**config.mk**
```make
export PLATFORM = sky130hd
export DESIGN_NAME = multi_pattern_find_replace_unit_flat
export DESIGN_NICKNAME = d
export VERILOG_FILES = /design/src/hw/rtl/mpfr_pkg.sv /design/src/hw/rtl/mpfr_if.sv /design/src/hw/rtl/multi_pattern_find_replace_unit.sv /design/src/hw/rtl/mpfr_cfg.sv /design/src/hw/rtl/mpfr_front.sv /design/src/hw/rtl/mpfr_back.sv /design/src/flat_wrapper.sv
export SDC_FILE = /design/constraint.sdc
export NUM_CORES = 2
export LEC_CHECK = 0
export BUFFER_PORTS_ARGS = -buffer_cell sky130_fd_sc_hd__buf_2
export CAP_MARGIN = 25
export CORE_UTILIZATION = 40
export CTS_CLUSTER_SIZE = 20
export DETAILED_ROUTE_END_ITERATION = 10
export PLACE_DENSITY = 0.6
export RECOVER_POWER = 50
export SLEW_MARGIN = 15
export SYNTH_ARGS = -nofsm -noshare
export SYNTH_HDL_FRONTEND = slang
export SYNTH_SLANG_ARGS = --single-unit
```
**constraint.sdc**
```tcl
create_clock -name clk -period 8.13 [get_ports clk]
set_clock_uncertainty 0.1 [all_clocks]
set_input_delay 0.4065 -clock clk [delete_from_list [all_inputs] [get_ports clk]]
set_output_delay 0.4065 -clock clk [all_outputs]
set_load 0.02 [all_outputs]
```
**src/hw/rtl/mpfr_pkg.sv**
```systemverilog
`timescale 1ns / 1ps

package mpfr_pkg;

  // Sizes of the pattern set, window and replacement
  localparam int NumPatterns = 4;
  localparam int PatLen      = 8;
  localparam int RepLen      = 8;
  localparam int WinDepth    = PatLen;
  localparam int RegBytes    = 8;
  localparam int LenW        = $clog2(PatLen + 1);
  localparam int RepIdxW     = $clog2(RepLen);
  localparam int WinIdxW     = $clog2(WinDepth);
  localparam int PatIdxW     = $clog2(NumPatterns);

  // Input queue between the front and the back
  localparam int QueueDepth  = 4;
  localparam int QPtrW       = $clog2(QueueDepth);
  localparam int QCntW       = $clog2(QueueDepth + 1);

  // Register port
  localparam int CfgDataW    = 64;
  localparam int CfgAddrW    = 6;
  localparam int RegIdxW     = 3;

  // Register indexes
  localparam logic [RegIdxW-1:0] RegPatA   = 3'd0;
  localparam logic [RegIdxW-1:0] RegPatB   = 3'd1;
  localparam logic [RegIdxW-1:0] RegPatC   = 3'd2;
  localparam logic [RegIdxW-1:0] RegPatD   = 3'd3;
  localparam logic [RegIdxW-1:0] RegPatLen = 3'd4;
  localparam logic [RegIdxW-1:0] RegRep    = 3'd5;
  localparam logic [RegIdxW-1:0] RegRepLen = 3'd6;

  // Decision codes for the window head
  localparam logic [1:0] DecNone  = 2'd0;
  localparam logic [1:0] DecMatch = 2'd1;
  localparam logic [1:0] DecWait  = 2'd2;

  typedef struct packed {
    logic [7:0] in_byte;
    logic       string_end;
  } item_t;

  typedef struct packed {
    logic  valid;
    item_t item;
  } queue_head_t;

  typedef struct packed {
    logic [NumPatterns-1:0][RegBytes*8-1:0] pattern;
    logic [4*NumPatterns-1:0]               pattern_lengths;
    logic [RegBytes*8-1:0]                  replacement;
    logic [3:0]                             replacement_length;
  } cfg_t;

  typedef struct packed {
    logic [1:0]         kind;
    logic [PatIdxW-1:0] which;
  } dec_t;

  // Clamp a length nibble to the pattern bound
  function automatic logic [LenW-1:0] pat_len(input logic [3:0] n);
    return (n > 4'(PatLen)) ? LenW'(PatLen) : LenW'(n);
  endfunction

  // Clamp the replacement length to its bound
  function automatic logic [LenW-1:0] rep_len(input logic [3:0] n);
    return (n > 4'(RepLen)) ? LenW'(RepLen) : LenW'(n);
  endfunction

  // Classify the window head: match, no match, or wait for more bytes
  function automatic dec_t decide(input logic [WinDepth-1:0][7:0] win,
                                  input logic [LenW-1:0] fill,
                                  input logic last,
                                  input cfg_t cfg);
    dec_t d;
    logic done;
    logic same;
    logic [LenW-1:0] len;
    d.kind  = DecNone;
    d.which = '0;
    done    = 1'b0;
    for (int i = 0; i < NumPatterns; i++) begin
      len  = pat_len(cfg.pattern_lengths[4*i +: 4]);
      same = 1'b1;
      for (int k = 0; k < PatLen; k++) begin
        if ((LenW'(k) < len) && (LenW'(k) < fill) &&
            (win[k] != cfg.pattern[i][8*k +: 8])) begin
          same = 1'b0;
        end
      end
      if (!done && (len != '0) && same) begin
        if (len <= fill) begin
          d.kind  = DecMatch;
          d.which = PatIdxW'(i);
          done    = 1'b1;
        end else if (!last) begin
          d.kind = DecWait;
          done   = 1'b1;
        end
      end
    end
    return d;
  endfunction

endpackage

```
**src/hw/rtl/mpfr_if.sv**
```systemverilog
`timescale 1ns / 1ps

// Source text channel
interface mpfr_item_if;
  logic       valid;
  logic       ready;
  logic [7:0] in_byte;
  logic       string_end;

  modport source (output valid, output in_byte, output string_end, input ready);
  modport sink (input valid, input in_byte, input string_end, output ready);
endinterface

// Rewritten text channel
interface mpfr_result_if;
  logic       valid;
  logic       ready;
  logic [7:0] out_byte;
  logic       byte_present;
  logic       output_end;

  modport source (output valid, output out_byte, output byte_present,
                  output output_end, input ready);
  modport sink (input valid, input out_byte, input byte_present,
                input output_end, output ready);
endinterface

```
**src/hw/rtl/multi_pattern_find_replace_unit.sv**
```systemverilog
`timescale 1ns / 1ps

// Multi-pattern find and replace on a byte stream.
// The item channel takes one source byte per beat, with string_end on the
// last byte of a string. The result channel gives the rewritten bytes, one
// per beat; output_end marks the last beat of a string, and a string that
// rewrites to nothing gives one beat with byte_present low.
// Patterns, lengths and the replacement sit in registers on the APB port
// (64-bit data, register i at byte address 8*i); write them while idle.
// A four-beat input queue feeds the window engine, so items keep arriving
// while a result waits. While the receiver takes results, the engine makes
// one window decision per cycle and puts out at most one byte: plain text
// streams at one byte per cycle, a match gives its replacement one byte
// at a time (an empty one still takes a step), a byte held as a possible
// match prefix leaves when it is decided, and each string end adds a
// closing step. An accepted byte passes the queue and the output register.
// When the receiver stalls, the output register holds its beat, the engine
// freezes and the queue fills, then ready drops on the item channel.
// Reset clears the queue, the window, the registers and the output.

module multi_pattern_find_replace_unit (
  input  logic                          clk,
  input  logic                          rst,
  mpfr_item_if.sink                     item,
  mpfr_result_if.source                 result,
  input  logic                          psel,
  input  logic                          penable,
  input  logic                          pwrite,
  input  logic [mpfr_pkg::CfgAddrW-1:0] paddr,
  input  logic [mpfr_pkg::CfgDataW-1:0] pwdata,
  output logic [mpfr_pkg::CfgDataW-1:0] prdata,
  output logic                          pready
);

  mpfr_pkg::cfg_t        cfg;
  mpfr_pkg::queue_head_t head;
  logic                  pop;

  mpfr_cfg u_cfg (
    .clk     (clk),
    .rst     (rst),
    .psel    (psel),
    .penable (penable),
    .pwrite  (pwrite),
    .paddr   (paddr),
    .pwdata  (pwdata),
    .prdata  (prdata),
    .pready  (pready),
    .cfg     (cfg)
  );

  mpfr_front u_front (
    .clk  (clk),
    .rst  (rst),
    .item (item),
    .head (head),
    .pop  (pop)
  );

  mpfr_back u_back (
    .clk    (clk),
    .rst    (rst),
    .cfg    (cfg),
    .head   (head),
    .pop    (pop),
    .result (result)
  );

endmodule

```
**src/hw/rtl/mpfr_cfg.sv**
```systemverilog
`timescale 1ns / 1ps

module mpfr_cfg (
  input  logic                          clk,
  input  logic                          rst,
  input  logic                          psel,
  input  logic                          penable,
  input  logic                          pwrite,
  input  logic [mpfr_pkg::CfgAddrW-1:0] paddr,
  input  logic [mpfr_pkg::CfgDataW-1:0] pwdata,
  output logic [mpfr_pkg::CfgDataW-1:0] prdata,
  output logic                          pready,
  output mpfr_pkg::cfg_t                cfg
);

  logic                                wr_en;
  logic [mpfr_pkg::RegIdxW-1:0]        idx;

  assign pready = 1'b1;
  assign wr_en  = psel && penable && pwrite;
  assign idx    = paddr[mpfr_pkg::CfgAddrW-1:mpfr_pkg::CfgAddrW-mpfr_pkg::RegIdxW];

  // Write registers on the access beat
  always_ff @(posedge clk) begin
    if (rst) begin
      cfg <= '0;
    end else if (wr_en) begin
      unique case (idx)
        mpfr_pkg::RegPatA:   cfg.pattern[0] <= pwdata;
        mpfr_pkg::RegPatB:   cfg.pattern[1] <= pwdata;
        mpfr_pkg::RegPatC:   cfg.pattern[2] <= pwdata;
        mpfr_pkg::RegPatD:   cfg.pattern[3] <= pwdata;
        mpfr_pkg::RegPatLen: cfg.pattern_lengths <= pwdata[4*mpfr_pkg::NumPatterns-1:0];
        mpfr_pkg::RegRep:    cfg.replacement <= pwdata;
        mpfr_pkg::RegRepLen: cfg.replacement_length <= pwdata[3:0];
        default: ;
      endcase
    end
  end

  // Read back
  always_comb begin
    unique case (idx)
      mpfr_pkg::RegPatA:   prdata = cfg.pattern[0];
      mpfr_pkg::RegPatB:   prdata = cfg.pattern[1];
      mpfr_pkg::RegPatC:   prdata = cfg.pattern[2];
      mpfr_pkg::RegPatD:   prdata = cfg.pattern[3];
      mpfr_pkg::RegPatLen: prdata = mpfr_pkg::CfgDataW'(cfg.pattern_lengths);
      mpfr_pkg::RegRep:    prdata = cfg.replacement;
      mpfr_pkg::RegRepLen: prdata = mpfr_pkg::CfgDataW'(cfg.replacement_length);
      default:             prdata = '0;
    endcase
  end

endmodule

```
**src/hw/rtl/mpfr_front.sv**
```systemverilog
`timescale 1ns / 1ps

module mpfr_front (
  input  logic                  clk,
  input  logic                  rst,
  mpfr_item_if.sink             item,
  output mpfr_pkg::queue_head_t head,
  input  logic                  pop
);

  mpfr_pkg::item_t                 queue [mpfr_pkg::QueueDepth];
  logic [mpfr_pkg::QPtrW-1:0]      wr_ptr;
  logic [mpfr_pkg::QPtrW-1:0]      rd_ptr;
  logic [mpfr_pkg::QCntW-1:0]      count;
  logic                            push;
  logic                            pull;

  assign item.ready = (count != mpfr_pkg::QCntW'(mpfr_pkg::QueueDepth));
  assign push       = item.valid && item.ready;
  assign pull       = pop && head.valid;

  assign head.valid = (count != '0);
  assign head.item  = queue[rd_ptr];

  // Store accepted beats
  always_ff @(posedge clk) begin
    if (push) begin
      queue[wr_ptr] <= '{in_byte: item.in_byte, string_end: item.string_end};
    end
  end

  // Advance pointers and occupancy
  always_ff @(posedge clk) begin
    if (rst) begin
      wr_ptr <= '0;
      rd_ptr <= '0;
      count  <= '0;
    end else begin
      if (push) wr_ptr <= wr_ptr + 1'b1;
      if (pull) rd_ptr <= rd_ptr + 1'b1;
      unique case ({push, pull})
        2'b10:   count <= count + 1'b1;
        2'b01:   count <= count - 1'b1;
        default: count <= count;
      endcase
    end
  end

endmodule

```
**src/hw/rtl/mpfr_back.sv**
```systemverilog
`timescale 1ns / 1ps

module mpfr_back (
  input  logic                  clk,
  input  logic                  rst,
  input  mpfr_pkg::cfg_t        cfg,
  input  mpfr_pkg::queue_head_t head,
  output logic                  pop,
  mpfr_result_if.source         result
);

  localparam int WD = mpfr_pkg::WinDepth;
  localparam int LW = mpfr_pkg::LenW;

  // Window and step state
  logic [WD-1:0][7:0]               win;
  logic [WD-1:0][7:0]               win_next;
  logic [LW-1:0]                    fill;
  logic [LW-1:0]                    fill_next;
  logic                             fin;
  logic [mpfr_pkg::RepIdxW-1:0]     rep_idx;
  logic [mpfr_pkg::RepIdxW-1:0]     rep_idx_next;
  logic [7:0]                       hold_byte;
  logic                             hold_valid;

  // Output register
  logic                             out_valid;
  logic [7:0]                       out_byte;
  logic                             out_present;
  logic                             out_end;
  logic                             out_wr;
  logic [7:0]                       out_byte_next;
  logic                             out_present_next;
  logic                             out_end_next;

  // Decision datapath
  logic                             adv;
  logic [WD-1:0][7:0]               win_app;
  logic [WD-1:0][7:0]               eff_win;
  logic [LW-1:0]                    eff_fill;
  logic                             eff_last;
  mpfr_pkg::dec_t                   dec_cur;
  mpfr_pkg::dec_t                   dec_new;
  mpfr_pkg::dec_t                   eff_dec;
  logic                             resting;
  logic                             take;
  logic                             act_cur;
  logic                             do_act;
  logic                             complete;
  logic [LW-1:0]                    rl;
  logic [LW-1:0]                    plen;
  logic                             last_rep;
  logic                             emit_valid;
  logic [7:0]                       emit_byte;
  logic [LW-1:0]                    drop_n;
  logic [LW:0]                      src_idx;

  assign adv = !out_valid || result.ready;

  // Window with the queue head appended
  always_comb begin
    for (int k = 0; k < WD; k++) begin
      win_app[k] = (LW'(k) == fill) ? head.item.in_byte : win[k];
    end
  end

  assign dec_cur = mpfr_pkg::decide(win, fill, fin, cfg);
  assign dec_new = mpfr_pkg::decide(win_app, fill + 1'b1, head.item.string_end, cfg);

  // Step control: rest, act on the window, take a beat, or close the string
  assign resting  = !fin && ((fill == '0) || (dec_cur.kind == mpfr_pkg::DecWait));
  assign take     = adv && resting && head.valid;
  assign act_cur  = adv && (fill != '0) && !resting;
  assign complete = adv && fin && (fill == '0);
  assign pop      = take;

  assign eff_win  = take ? win_app : win;
  assign eff_fill = take ? fill + 1'b1 : fill;
  assign eff_dec  = take ? dec_new : dec_cur;
  assign eff_last = take ? head.item.string_end : fin;
  assign do_act   = act_cur || (take && (dec_new.kind != mpfr_pkg::DecWait));

  assign rl   = mpfr_pkg::rep_len(cfg.replacement_length);
  assign plen = mpfr_pkg::pat_len(cfg.pattern_lengths[4*eff_dec.which +: 4]);

  // Emit at most one byte and pick how far the window drops
  always_comb begin
    if (eff_dec.kind == mpfr_pkg::DecMatch) begin
      last_rep     = (rl == '0) || (LW'(rep_idx) == rl - 1'b1);
      emit_valid   = (rl != '0);
      emit_byte    = cfg.replacement[8*rep_idx +: 8];
      drop_n       = last_rep ? plen : '0;
      rep_idx_next = last_rep ? '0 : rep_idx + 1'b1;
    end else begin
      last_rep     = 1'b1;
      emit_valid   = 1'b1;
      emit_byte    = eff_win[0];
      drop_n       = LW'(1);
      rep_idx_next = '0;
    end
  end

  // Shift the window down by the dropped count
  always_comb begin
    src_idx = '0;
    for (int k = 0; k < WD; k++) begin
      src_idx = (LW + 1)'(k) + (LW + 1)'(drop_n);
      if (do_act && src_idx < (LW + 1)'(WD)) begin
        win_next[k] = eff_win[src_idx[mpfr_pkg::WinIdxW-1:0]];
      end else begin
        win_next[k] = eff_win[k];
      end
    end
    fill_next = do_act ? eff_fill - drop_n : eff_fill;
  end

  // Route results: straight out, or through the hold slot on the last step
  always_comb begin
    out_wr           = 1'b0;
    out_byte_next    = out_byte;
    out_present_next = out_present;
    out_end_next     = out_end;
    if (complete) begin
      out_wr           = 1'b1;
      out_byte_next    = hold_valid ? hold_byte : 8'd0;
      out_present_next = hold_valid;
      out_end_next     = 1'b1;
    end else if (do_act && emit_valid) begin
      if (!eff_last) begin
        out_wr           = 1'b1;
        out_byte_next    = emit_byte;
        out_present_next = 1'b1;
        out_end_next     = 1'b0;
      end else if (hold_valid) begin
        out_wr           = 1'b1;
        out_byte_next    = hold_byte;
        out_present_next = 1'b1;
        out_end_next     = 1'b0;
      end
    end
  end

  // Window payload
  always_ff @(posedge clk) begin
    if (take || do_act) begin
      win <= win_next;
    end
    if (do_act && emit_valid && eff_last) begin
      hold_byte <= emit_byte;
    end
    if (out_wr) begin
      out_byte    <= out_byte_next;
      out_present <= out_present_next;
      out_end     <= out_end_next;
    end
  end

  // Control state
  always_ff @(posedge clk) begin
    if (rst) begin
      fill       <= '0;
      fin        <= 1'b0;
      rep_idx    <= '0;
      hold_valid <= 1'b0;
      out_valid  <= 1'b0;
    end else begin
      if (take || do_act) begin
        fill <= fill_next;
      end
      if (do_act) begin
        rep_idx <= rep_idx_next;
      end
      if (take) begin
        fin <= head.item.string_end;
      end else if (complete) begin
        fin <= 1'b0;
      end
      if (complete) begin
        hold_valid <= 1'b0;
      end else if (do_act && emit_valid && eff_last) begin
        hold_valid <= 1'b1;
      end
      if (out_wr) begin
        out_valid <= 1'b1;
      end else if (result.ready) begin
        out_valid <= 1'b0;
      end
    end
  end

  assign result.valid        = out_valid;
  assign result.out_byte     = out_byte;
  assign result.byte_present = out_present;
  assign result.output_end   = out_end;

  // Checks
  a_hold_in_last: assert property (@(posedge clk) disable iff (rst)
    hold_valid |-> fin)
    else $error("hold slot used outside the last step of a string");

  a_fill_bound: assert property (@(posedge clk) disable iff (rst)
    fill <= LW'(WD))
    else $error("window fill beyond depth");

  a_stall_holds: assert property (@(posedge clk) disable iff (rst)
    out_valid && !result.ready |=> $stable(fill) && $stable(rep_idx) && $stable(fin))
    else $error("window moved while the result beat was stalled");

  a_rest_no_rep: assert property (@(posedge clk) disable iff (rst)
    (fill == '0) |-> (rep_idx == '0))
    else $error("replacement in progress with an empty window");

endmodule

```
**src/flat_wrapper.sv**
```systemverilog
// flat-port wrapper written by rule: the top's interface ports become plain ports
module multi_pattern_find_replace_unit_flat 
  (clk, rst, psel, penable, pwrite, paddr, pwdata, prdata, pready, item_valid, item_in_byte, item_string_end, item_ready, result_valid, result_out_byte, result_byte_present, result_output_end, result_ready);
  mpfr_item_if item_i ();
  mpfr_result_if result_i ();
  input  logic clk;
  input  logic rst;
  input  logic psel;
  input  logic penable;
  input  logic pwrite;
  input  logic [mpfr_pkg::CfgAddrW-1:0] paddr;
  input  logic [mpfr_pkg::CfgDataW-1:0] pwdata;
  output logic [mpfr_pkg::CfgDataW-1:0] prdata;
  output logic pready;
  input wire logic [$bits(item_i.valid)-1:0] item_valid;
  input wire logic [$bits(item_i.in_byte)-1:0] item_in_byte;
  input wire logic [$bits(item_i.string_end)-1:0] item_string_end;
  output wire logic [$bits(item_i.ready)-1:0] item_ready;
  output wire logic [$bits(result_i.valid)-1:0] result_valid;
  output wire logic [$bits(result_i.out_byte)-1:0] result_out_byte;
  output wire logic [$bits(result_i.byte_present)-1:0] result_byte_present;
  output wire logic [$bits(result_i.output_end)-1:0] result_output_end;
  input wire logic [$bits(result_i.ready)-1:0] result_ready;
  assign item_i.valid = item_valid;
  assign item_i.in_byte = item_in_byte;
  assign item_i.string_end = item_string_end;
  assign item_ready = item_i.ready;
  assign result_valid = result_i.valid;
  assign result_out_byte = result_i.out_byte;
  assign result_byte_present = result_i.byte_present;
  assign result_output_end = result_i.output_end;
  assign result_i.ready = result_ready;
  multi_pattern_find_replace_unit u_core (.clk(clk), .rst(rst), .item(item_i), .result(result_i), .psel(psel), .penable(penable), .pwrite(pwrite), .paddr(paddr), .pwdata(pwdata), .prdata(prdata), .pready(pready));
endmodule
```
==> summary.md <==
| Metric | Value |
|---|---|
| Outcome | complete, but fails checks |
| Violations in the final reports | capacitance limit, slew limit |
| H-tree depth | 2 |
| Number of antenna violations at the first check in global routing | 10 |
| Top post-synthesis cells by area | dfxtp_1, edfxtp_1, nand2_1, xnor2_1, a21oi_1 |
| Via-per-instance ratio | 6.08 |
| Post-Synthesis Cell Area | 34300 sq um |
| Quantity of gates resized following cts | 0 |
| Final slew viol count | 334 |
| Die Wd | 295 um |
| Sequential share of the synthesized area | 31.3% |
| Synthesized area per cell | 8.47 sq um |
| Final critical delay including setup and external delays | 7650 ps |
| Maximum achievable frequency | 131 MHz |
| Top fanout value on the critical path | 16 |
| Via Count | 32400 |
| Fillers | 8295 |
| Max-capacitance violation count | 6 |
| Yosys top cell by area | dfxtp_1 |
| Peak supply drop | 0.239 mV |
| Number of port buffers | 158 |
| Post-Synthesis Net Count | 4195 |
| Number of flops mapped to enable cells by yosys | 118 |
| Synth-to-Final Area Change | 12.9% |
| Wire per inst | 28.8 um |
| Distinct cell type count of the synthesized netlist | 113 |
| Io pins | 163 |
| Worst setup EP type | register |
| Multiplexer share of the synthesized area | 14.3% |
| RSZ-0062 raised after global routing | no |
| Clk sinks | 477 |
| Portion of total power attributed to combinational logic | 55.6% |
| Total Routing Usage GR | 34.7% |
| Combined flip-flop and latch cell area | 10700 sq um |
| Top-area cell type share of the netlist area | 21.0% |
| Cell Rows | 106 |
| Sum of internal, switching and leakage power | 14100 uW |
| Deepest clock path buffer count | 3 |
| Die Area | 86900 sq um |
| Standard cell core area | 84200 sq um |
| Number of cells produced by synthesis | 4047 |
| First-pass GRT wire length | 220000 um |
| Global placement routability congestion | 1.01 |
| Largest family of logic cells by synthesized area | simple AND/OR/NAND/NOR gates |
| Ys async rst share | 0% |
| Internal power | 7320 uW |
| Total half-perimeter wirelength after legalization and detailed placement | 115000 um |
| Final hold violations | 0 |
| First drt pass iteration count | 6 |
| Critical Path Source Type | register |
| Clock transition at the register clock pins on the worst setup and hold paths after CTS | 70 ps |
| Required time of the worst setup path | 8370 ps |
| Basic-gate share of the synthesized area counting and, or, nand and nor cells | 17.8% |
| Final setup violation count | 0 |
| Main flop type after synthesis | dfxtp_1 |
| Overflow left after global routing | 0 |
| Net count of the finished layout | 4294 |
| Critical setup path kind | register to register |
| Via count of the first global-routing pass | 30500 |
| Final cycle utilization of the critical path | 94.1% |
| Clock tree from TritonCTS | built |
| Clock insertion delay at the later pin of the skew report | 650 ps |
| Root buf cell | clkbuf_16 |
| Data arrival, critical path | 7900 ps |
| Die outline height | 295 um |
| Iteration-0 DRC Markers | 4120 |
| Count of antenna-violating nets left after detailed routing | 0 |
| Worst max-slew margin expressed relative to the limit | -199% |
| Power per unit of standard cell area | 365 nW/um^2 |
| Min-Delay Path Class | input pin to register |
| Total number of yosys warnings | 0 |
| Sequential Power Share | 26.5% |
| Number of synthesized register bits | 477 |
| Switch Pwr | 6810 uW |
| Tightest Pin Transition | 4480 ps |
| Share of power burned in the clock network | 17.8% |
| Maximum number of pins on one net before global-route repair | 189 |
| Total area of multi-input combinational cells | 21800 sq um |
| Cell leakage power | 0.0131 uW |
| Synthesized-area fraction occupied by xor and xnor cells | 13.4% |
| Share of synthesized cell area in full adder, half adder and majority cells | 2.31% |
| DR DRC count | 0 |
| Fraction of final layout cells with drive strength greater than 1 | 14.1% |
| Fraction of the mapped netlist area in compound gates | 15.6% |
| Aggregate negative setup slack | 0 ps |
| Routed wire length | 153000 um |
| Sw frac | 48.2% |
| Starting Density | 40.7% |
| Clock buffer count from CTS | 55 |
==> worst max-delay path, stage by stage (launching register included) <==
cell	delay (ps)
dfxtp_1	460
buf_4	230
mux4_2	950
mux2i_1	600
xnor2_1	120
nor4_1	320
a211oi_1	300
a2111oi_4	490
nand4_2	410
and2_4	310
o41a_2	570
nand3_4	170
nand3_2	310
ha_1	500
buf_4	250
nor2_1	80
and2_1	200
o2bb2ai_1	160
o41ai_1	610
a31oi_1	160
==> flip-flops by register name, indices dropped and copies added, names as in the netlist, 2 cells and up, named ones only <==
register and cells:
u_core.u_cfg.cfg 340, u_core.u_back.win 64, u_core.u_front.queue 36, u_core.u_back.hold_byte 8
u_core.u_back.result.out_byte 8, u_core.u_back.fill 4, u_core.u_back.rep_idx 3, u_core.u_front.count 3
u_core.u_front.rd_ptr 2, u_core.u_front.wr_ptr 2
==> cells in the mapped netlist, types with 24 or more instances <==
cell type  count
nor2b_1       26
mux4_2        92
nor4_1       117
o21ai_0      110
mux2i_4       24
nor3_1        43
a31oi_1       33
edfxtp_1     118
mux2i_1      155
nand4_1       34
nand2_1      835
nand3_1       47
inv_1        107
mux2_2        40
nor2_1       141
xnor2_1      348
clkbuf_1     254
ha_1          60
dfxtp_1      359
a211oi_1      43
a21oi_1      428
xor2_1       175
==> power groups by stage <==
| stage | sequential (uW) | clock [uW] | combinational, uW |
|---|---|---|---|
| CTS | 3720 | 2550 | 7620 |
| floorplan | 3140 | 0 | 5410 |
| global placement | 3760 | 0 | 7570 |
| global route | 3740 | 2630 | 8220 |
| detailed placement | 3770 | 0 | 7540 |
| finish | 3750 | 2520 | 7860 |
==> cells in the final DEF, fill, tap and decap left out, types with 24 or more instances in the layout <==
master	Yosys	layout
edfxtp_1	118	118
nand3_1	47	45
ha_1	60	60
nor2b_1	26	26
buf_2	20	136
inv_1	107	106
mux2_2	40	40
clkbuf_16	0	56
mux2i_1	155	155
nor4_1	117	117
nor3_1	43	41
mux2i_4	24	24
dfxtp_1	359	359
xnor2_1	348	348
clkbuf_1	254	41
a31oi_1	33	33
o21ai_0	110	110
a21oi_1	428	428
dlygate4sd3_1	0	71
a211oi_1	43	43
nor2_1	141	138
nand2_1	835	833
buf_4	19	124
xor2_1	175	175
nand4_1	34	34
mux4_2	92	92
==> per-stage QoR <==
| step | area (sq um) | util, % | setup slack, ps | instances | hold slack [ps] |
|---|---|---|---|---|---|
| 2_1_floorplan | 34300 | - | 1170 | 4047 | 343 |
| 3_3_place_gp | 36200 | 43.0 | 801 | 5149 | 355 |
| 3_5_place_dp | 36200 | 43.0 | 792 | 5151 | 362 |
| 4_1_cts | 38700 | 46.0 | 744 | 5324 | 4.77 |
| 5_1_grt | 38700 | 45.9 | 278 | 5325 | 25.9 |
| 6_report | 38700 | 45.9 | 476 | 5328 | 12.4 |
==> cell type report <==
cell class,instances,area share [%]
Multi-Input combinational cell,3138,56.4
Sequential cell,477,27.7
Inverter,112,1.12
Clock buffer,83,4.22
Tap cell,1134,3.67
Clock inverter,19,0.430
Timing Repair Buffer,362,6.42
Antenna cell,3,0.0194
==> final timing paths <==
check / startpoint / end / slack [ps] / cells past startpoint
max: register / u_core.u_back.win[15] / 480 / 19
min: pwdata[1] / u_core.u_cfg.cfg[85] / 10 / 3
max reg2reg: register / u_core.u_back.win[15] / 480 / 19
min reg2reg: u_core.u_cfg.cfg[53] / u_core.u_cfg.cfg[53] / 370 / 2
==> routing by layer <==
| metal | track usage (%) | vias to the layer above | wire (um) |
|---|---|---|---|
| met5 | 0 | - | 43 |
| met4 | 16.6 | 6 | 8390 |
| met3 | 8.15 | 365 | 16300 |
| met2 | 52.1 | 1769 | 66000 |
| met1 | 46.6 | 15800 | 62800 |
| li1 | - | 14500 | - |
==> repair_timing <==
item,in CTS,in global routing
endpoints found under the hold margin,331,0
hold buffers,71,0
buffers inserted,0,0
==> cell families (layout without fill, tap and decap cells) <==
kind of cell               after synthesis  count (layout)
muxes                                  333             333
adders and majority gates               62              62
buffers and inverters                  432             576
other                                    1               4
AOI/OAI and AO/OA                      857             857
xor gates and xnor gates               523             523
DFF                                    477             477
and+or+nand+nor                       1362            1362
Power figures use the tool's default switching activity.
